**src/assert_macros.svh**
```systemverilog
// ----------------------------------------------------------------------------
// Assertion macros
// Shared concurrent assertion wrappers for the scaler RTL.
// ----------------------------------------------------------------------------
`ifndef ASSERT_MACROS_SVH
`define ASSERT_MACROS_SVH

// Generic clocked assertion with active-low reset disable.
`define ASSERT_CLK(label, clk, rst_n, prop, msg) \
  label: assert property (@(posedge clk) disable iff (!rst_n) (prop)) else $error(msg);

// Assertion on the block's standard clock and reset.
`define NNS_ASSERT(label, prop, msg) \
  `ASSERT_CLK(label, clk_i, rst_ni, prop, msg)

`endif

```
**src/nns_pkg.sv**
```systemverilog
// ----------------------------------------------------------------------------
// nns_pkg
// Types, sizes and codes for the nearest-neighbor image scaler.
// ----------------------------------------------------------------------------
`timescale 1ns / 1ps

package nns_pkg;

  localparam int MAX_SRC_DIM = 128;
  localparam int MAX_DST_DIM = 1024;
  localparam int FRAC_BITS   = 16;

  localparam int PIX_W       = 32;
  localparam int CFG_SRC_W   = 8;
  localparam int CFG_DST_W   = 11;
  localparam int CFG_DATA_W  = 32;
  localparam int CFG_ADDR_W  = 4;

  localparam int SRC_DIM_W   = $clog2(MAX_SRC_DIM + 1);
  localparam int DST_DIM_W   = $clog2(MAX_DST_DIM + 1);
  localparam int SRC_COORD_W = (MAX_SRC_DIM > 1) ? $clog2(MAX_SRC_DIM) : 1;
  localparam int COL_W       = (MAX_DST_DIM > 1) ? $clog2(MAX_DST_DIM) : 1;
  localparam int STEP_W      = SRC_DIM_W + FRAC_BITS;
  localparam int DIV_CNT_W   = $clog2(STEP_W);
  localparam int PROD_W      = COL_W + STEP_W;
  localparam int STORE_DEPTH = MAX_SRC_DIM * MAX_SRC_DIM;
  localparam int ADDR_W      = (STORE_DEPTH > 1) ? $clog2(STORE_DEPTH) : 1;
  localparam int FS_W        = 2 * SRC_DIM_W;

  localparam logic [CFG_SRC_W-1:0] RST_SRC_WIDTH  = CFG_SRC_W'(32);
  localparam logic [CFG_SRC_W-1:0] RST_SRC_HEIGHT = CFG_SRC_W'(32);
  localparam logic [CFG_DST_W-1:0] RST_DST_WIDTH  = CFG_DST_W'(96);
  localparam logic [CFG_DST_W-1:0] RST_DST_HEIGHT = CFG_DST_W'(96);

  typedef enum logic {
    OP_LOAD = 1'b0,
    OP_EMIT = 1'b1
  } nns_op_e;

  typedef enum logic [1:0] {
    REG_SRC_WIDTH  = 2'd0,
    REG_SRC_HEIGHT = 2'd1,
    REG_DST_WIDTH  = 2'd2,
    REG_DST_HEIGHT = 2'd3
  } nns_reg_e;

  typedef enum logic [2:0] {
    ST_IDLE,
    ST_DIV,
    ST_MUL,
    ST_ADDR,
    ST_READ,
    ST_DATA
  } nns_state_e;

  typedef struct packed {
    logic              busy;
    logic [STEP_W-1:0] step;
  } nns_div_stat_t;

endpackage

```
**src/nns_div.sv**
```systemverilog
// ----------------------------------------------------------------------------
// nns_div
// Restoring divider for the step ratio, one quotient bit per cycle while busy.
// Holds floor(num/den)+1 as the step until the next divide completes.
// ----------------------------------------------------------------------------
`timescale 1ns / 1ps

module nns_div (
  input  logic                              clk_i,
  input  logic                              rst_ni,
  input  logic                              start_i,
  input  logic [nns_pkg::STEP_W-1:0]        num_i,
  input  logic [nns_pkg::DST_DIM_W-1:0]     den_i,
  output nns_pkg::nns_div_stat_t            stat_o
);

  logic                              busy_q, busy_d;
  logic [nns_pkg::DIV_CNT_W-1:0]     cnt_q, cnt_d;
  logic [nns_pkg::STEP_W-1:0]        step_q, step_d;
  logic [nns_pkg::STEP_W-1:0]        quo_q, quo_d;
  logic [nns_pkg::DST_DIM_W-1:0]     rem_q, rem_d;
  logic [nns_pkg::DST_DIM_W-1:0]     den_q;
  logic [nns_pkg::DST_DIM_W:0]       trial;
  logic [nns_pkg::DST_DIM_W:0]       diff;
  logic                              ge;
  logic [nns_pkg::STEP_W-1:0]        quo_next;
  logic                              last_iter;

  always_comb begin
    trial     = {rem_q, quo_q[nns_pkg::STEP_W-1]};
    ge        = trial >= {1'b0, den_q};
    diff      = trial - {1'b0, den_q};
    quo_next  = {quo_q[nns_pkg::STEP_W-2:0], ge};
    last_iter = cnt_q == nns_pkg::DIV_CNT_W'(nns_pkg::STEP_W - 1);

    busy_d = busy_q;
    cnt_d  = cnt_q;
    step_d = step_q;
    quo_d  = quo_q;
    rem_d  = rem_q;
    if (start_i) begin
      busy_d = 1'b1;
      cnt_d  = '0;
      quo_d  = num_i;
      rem_d  = '0;
    end else if (busy_q) begin
      quo_d = quo_next;
      rem_d = ge ? diff[nns_pkg::DST_DIM_W-1:0] : trial[nns_pkg::DST_DIM_W-1:0];
      cnt_d = cnt_q + nns_pkg::DIV_CNT_W'(1);
      if (last_iter) begin
        busy_d = 1'b0;
        step_d = quo_next + nns_pkg::STEP_W'(1);
      end
    end
  end

  always_ff @(posedge clk_i or negedge rst_ni) begin
    if (!rst_ni) begin
      busy_q <= 1'b0;
      cnt_q  <= '0;
      step_q <= '0;
    end else begin
      busy_q <= busy_d;
      cnt_q  <= cnt_d;
      step_q <= step_d;
    end
  end

  always_ff @(posedge clk_i) begin
    quo_q <= quo_d;
    rem_q <= rem_d;
    if (start_i) begin
      den_q <= den_i;
    end
  end

  assign stat_o.busy = busy_q;
  assign stat_o.step = step_q;

endmodule
```
**config.mk**
```make
export PLATFORM = sky130hd
export DESIGN_NAME = nns_div
export DESIGN_NICKNAME = d
export VERILOG_FILES = /design/src/assert_macros.svh /design/src/nns_pkg.sv /design/src/nns_div.sv
export SDC_FILE = /design/constraint.sdc
export NUM_CORES = 1
export LEC_CHECK = 0
export BUFFER_PORTS_ARGS = -buffer_cell sky130_fd_sc_hd__buf_2
export CAP_MARGIN = 10
export CORE_MARGIN = 4
export CORE_UTILIZATION = 53
export CTS_BUF_LIST = sky130_fd_sc_hd__clkbuf_4 sky130_fd_sc_hd__clkbuf_8
export CTS_CLUSTER_SIZE = 25
export DETAILED_ROUTE_END_ITERATION = 16
export GPL_ROUTABILITY_DRIVEN = 0
export HOLD_SLACK_MARGIN = 0.03
export PLACE_DENSITY = 0.81
export SYNTH_ARGS = -nofsm -noshare
export SYNTH_HDL_FRONTEND = slang
export SYNTH_SLANG_ARGS = --single-unit
```
**constraint.sdc**
```tcl
create_clock -name clk_i -period 2.8 [get_ports clk_i]
set_input_delay 0.56 -clock clk_i [delete_from_list [all_inputs] [get_ports clk_i]]
set_output_delay 0.56 -clock clk_i [all_outputs]
set_load 0.02 [all_outputs]
```
==> results by group <==
Pwr
  • Static leakage: 2.08 nW
  • Switching Share: 0.342
  • Switching power total: 0.00124 W
  • Sequential power share: 0.396
  • Gate power share: 0.335
  • Overall Power: 0.00364 W
  • Internal Power: 0.00240 W
  • Worst vdd ir: 414 uV
  • Cell area power density: 758 nW/um^2
  • Clock Power Share: 0.269

Clocking
  • H-tree depth: 3
  • CTS max path bufs: 2
  • CTS tree: built
  • Root buffer cell: clkbuf_8
  • Hold buffer count at cts: 0
  • Clock transition at path regs: 0.09 ns
  • Num CTS Buffers: 9
  • # clock sinks: 76
  • Clock network latency to the later pin of the worst-skew pair: 0.37 ns

Timing
  • Fmax: 361 MHz
  • Clk_skew: 0.0100 ns
  • Hold slack final: 0.234 ns
  • RSZ-0062 raised after global routing: true
  • Setup TNS: 0 ns
  • Worst-Margin Slew: 0.799 ns
  • Setup violators final: 0
  • Final count of hold timing violations: 0
  • Period minus WS final: 2.77 ns
  • Tcrit/Tclk final: 0.989
  • Slew headroom: 0.468
  • Fin. max-slew vios: 0

Global route
  • GRT Util Overall: 0.207
  • Largest net degree at the start of global routing: 46
  • Initial antenna violation count: 0
  • Total congestion overflow: 0
  • Vias in the first global route: 3066
  • First-pass GRT wire length: 14500 um

Flow run
  • Maxcap violations: 0

Logic synthesis
  • Post-synthesis sequential area ratio: 0.494
  • Number of flops mapped to enable cells by yosys: 35
  • Post-Syn Area: 4090 um^2
  • Synth cell types: 59
  • Syn. warnings: 0
  • Most used DFF post-synth: edfxtp_1
  • Post-Syn Instances: 396
  • Net Count, Synth: 448
  • Async S/R FF share, synth: 0.395
  • Synth Register Bits: 76
  • Avg Inst Size Synth: 10.3 um^2

Floorplanning
  • Ports: 63
  • Core ar.: 7370 um^2
  • Die X: 95.9 um
  • Num rows: 31
  • Die H: 95.9 um
  • Full die area: 9190 um^2
  • Initial core utilization: 0.555

Drt
  • First drt pass iteration count: 4
  • Routed vias: 3190
  • DRC Markers: 0
  • Average wire per standard cell: 16.5 um
  • DRT met1 WL: 4180 um
  • Max layer used: met4
  • Number of routed nets with antenna violations: 0
  • Vias/cell: 5.63
  • Met3 routed WL: 552 um
  • Initial DRC count: 206
  • Final WL: 9360 um
  • Wire length on met2: 4490 um

Final layout
  • Area Growth Syn to Fin: 17.5%
  • Fillers: 591
  • Final #Nets: 515
  • Util after Layout: 0.652
  • ANT cells: 0
  • Share of cells above drive strength 1: 0.284

Critical path
  • WP data arrival: 2.99 ns
  • Buf/Inv on CP: 1
  • CP max-delay cell: edfxtp_1
  • Max incr delay on CP: 0.44 ns
  • Worst Path Class, Setup: reg -> reg
  • CP endpoint kind: flop
  • Critical path fanouts, max: 5
  • Top cell by count, worst path: ha_4
  • Critical Path Start Type: flop
  • CP required: 3.02 ns
  • Crit path max-delay family: adder cells
  • Critical Path, Cell by Cell: ha_4 -> fa_2 -> nor2b_2 -> o22a_1 -> o2111a_1 -> nor2_2 -> inv_2 -> ha_4 -> and2_4 -> nand4_1 -> nor2_1 -> xnor2_1 -> o21ai_0

Min path
  • Hold Path Class: in -> async

Placed design
  • Number of buffers added on ports: 62
  • Post-DP HPWL: 6510 um

Status
  • Outcome: complete, no violations
[sequential cells by signal, summed over array words and instances (netlist names)]
signal / count
den_q: 11
step_q: 24
rem_q: 11
quo_q: 24
busy_q: 1
cnt_q: 5
[layout make-up]
type	count	area, um^2	share of cell area
clock inverters	6	96.3	0.0201
well taps	99	124	0.0258
clock buffers	10	138	0.0286
multi-input cells	279	1930	0.401
repair buffers	77	423	0.0880
inverters	20	75.1	0.0156
flip-flops and latches	76	2020	0.421
[through the flow]
step / setup slack [ns] / std cells / instance area (um^2)
global placement: 0.104 / 548 / 4520
global route: -0.0581 / 567 / 4800
CTS: 0.000565 / 564 / 4750
finish: 0.0308 / 567 / 4800
detailed placement: 0.0402 / 548 / 4520
floorplan: 0.0191 / 396 / 4110
[placed cells by master (no fill, tap or decap), types with 3 or more instances in the layout]
| cell | synthesis | layout |
|---|---|---|
| nor2_1 | 29 | 27 |
| a2111oi_2 | 3 | 3 |
| o21ai_1 | 3 | 4 |
| buf_2 | 2 | 62 |
| dfxtp_1 | 11 | 11 |
| xor2_1 | 11 | 11 |
| nand2_1 | 60 | 60 |
| a311oi_1 | 5 | 5 |
| nand4_1 | 10 | 10 |
| edfxtp_1 | 35 | 35 |
| mux2_2 | 21 | 21 |
| inv_1 | 20 | 18 |
| a31oi_1 | 4 | 4 |
| a211o_1 | 3 | 3 |
| xnor2_1 | 17 | 17 |
| a211oi_1 | 6 | 6 |
| buf_4 | 2 | 15 |
| nor3b_1 | 3 | 3 |
| and3_1 | 7 | 7 |
| ha_1 | 13 | 11 |
| a21oi_1 | 7 | 7 |
| clkbuf_8 | 0 | 10 |
| o21ai_0 | 30 | 29 |
| nand3_1 | 9 | 9 |
| dfrtp_1 | 30 | 30 |
[repair_timing]
item | CTS | global route
hold endpoints to repair | 0 | 0
setup buffers | 0 | 3
endpoints found under the setup margin | 0 | 9
gates resized for setup | 0 | 9
[kinds of logic (layout without fill, tap and decap cells)]
family	after synthesis	after routing	synth area share
fa+ha+maj	14	14	0.0447
mux	22	22	0.0603
compound gates	81	81	0.144
xor+xnor	28	28	0.0600
buf+inv	41	113	0.0437
simple gates	134	134	0.153
flops	76	76	0.494
[Yosys cell counts, types with 3 or more instances]
| cell type | n | share of area |
|---|---|---|
| nand2_1 | 60 | 0.055 |
| a311oi_1 | 5 | 0.011 |
| a211oi_1 | 6 | 0.011 |
| edfxtp_1 | 35 | 0.26 |
| a2111oi_2 | 3 | 0.011 |
| nor3b_1 | 3 | 0.0055 |
| and3_1 | 7 | 0.011 |
| nand3_1 | 9 | 0.011 |
| dfxtp_1 | 11 | 0.054 |
| nor2_1 | 29 | 0.027 |
| a211o_1 | 3 | 0.0064 |
| xor2_1 | 11 | 0.024 |
| o21ai_1 | 3 | 0.0037 |
| clkbuf_1 | 14 | 0.013 |
| dfrtp_1 | 30 | 0.18 |
| o21ai_0 | 30 | 0.037 |
| nand4_1 | 10 | 0.015 |
| mux2_2 | 21 | 0.058 |
| a21oi_1 | 7 | 0.0086 |
| inv_1 | 20 | 0.018 |
| nor2b_1 | 3 | 0.0046 |
| a31oi_1 | 4 | 0.0061 |
| ha_1 | 13 | 0.040 |
| xnor2_1 | 17 | 0.036 |
[power groups by stage]
stage | combinational, W | sequential (W) | clock, W
after CTS | 0.00115 | 0.00143 | 0.000988
after detailed placement | 0.00114 | 0.00146 | 0
after global placement | 0.00111 | 0.00145 | 0
final | 0.00122 | 0.00144 | 0.000980
after floorplan | 0.000887 | 0.00143 | 0
after global routing | 0.00135 | 0.00146 | 0.00103
[worst register-to-register path, cell delays in order, from the launching register on]
cell      delay (ns)
edfxtp_1        0.44
ha_4            0.20
fa_2            0.40
nor2b_2         0.14
o22a_1          0.19
o2111a_1        0.27
nor2_2          0.06
inv_2           0.07
ha_4            0.13
and2_4          0.17
nand4_1         0.17
nor2_1          0.18
xnor2_1         0.12
o21ai_0         0.09
[path summary, 6_finish.rpt]
path / start / to / slack (ns) / cells past startpoint
setup / recovery: den_q[0]$_DFFE_PP_ / step_q[14]$_DFFE_PN0P_ / 0.03 / 13
hold / removal: rst_ni / step_q[18]$_DFFE_PN0P_ / 0.23 / 1
setup reg to reg: den_q[0]$_DFFE_PP_ / step_q[14]$_DFFE_PN0P_ / 0.03 / 13
hold reg to reg: step_q[12]$_DFFE_PN0P_ / step_q[12]$_DFFE_PN0P_ / 0.48 / 2
max in group asynchronous: rst_ni / step_q[0]$_DFFE_PN0P_ / 2.12 / 1
min in group clk_i: den_i[1] / den_q[1]$_DFFE_PP_ / 0.36 / 1
[layer usage]
metal | GRT usage | vias to the layer above
met3 | 0.0313 | 16
met2 | 0.327 | 100
met4 | 0.104 | 0
met1 | 0.277 | 1524
li1 | - | 1550
met5 | 0 | -
Power figures use the tool's default switching activity.
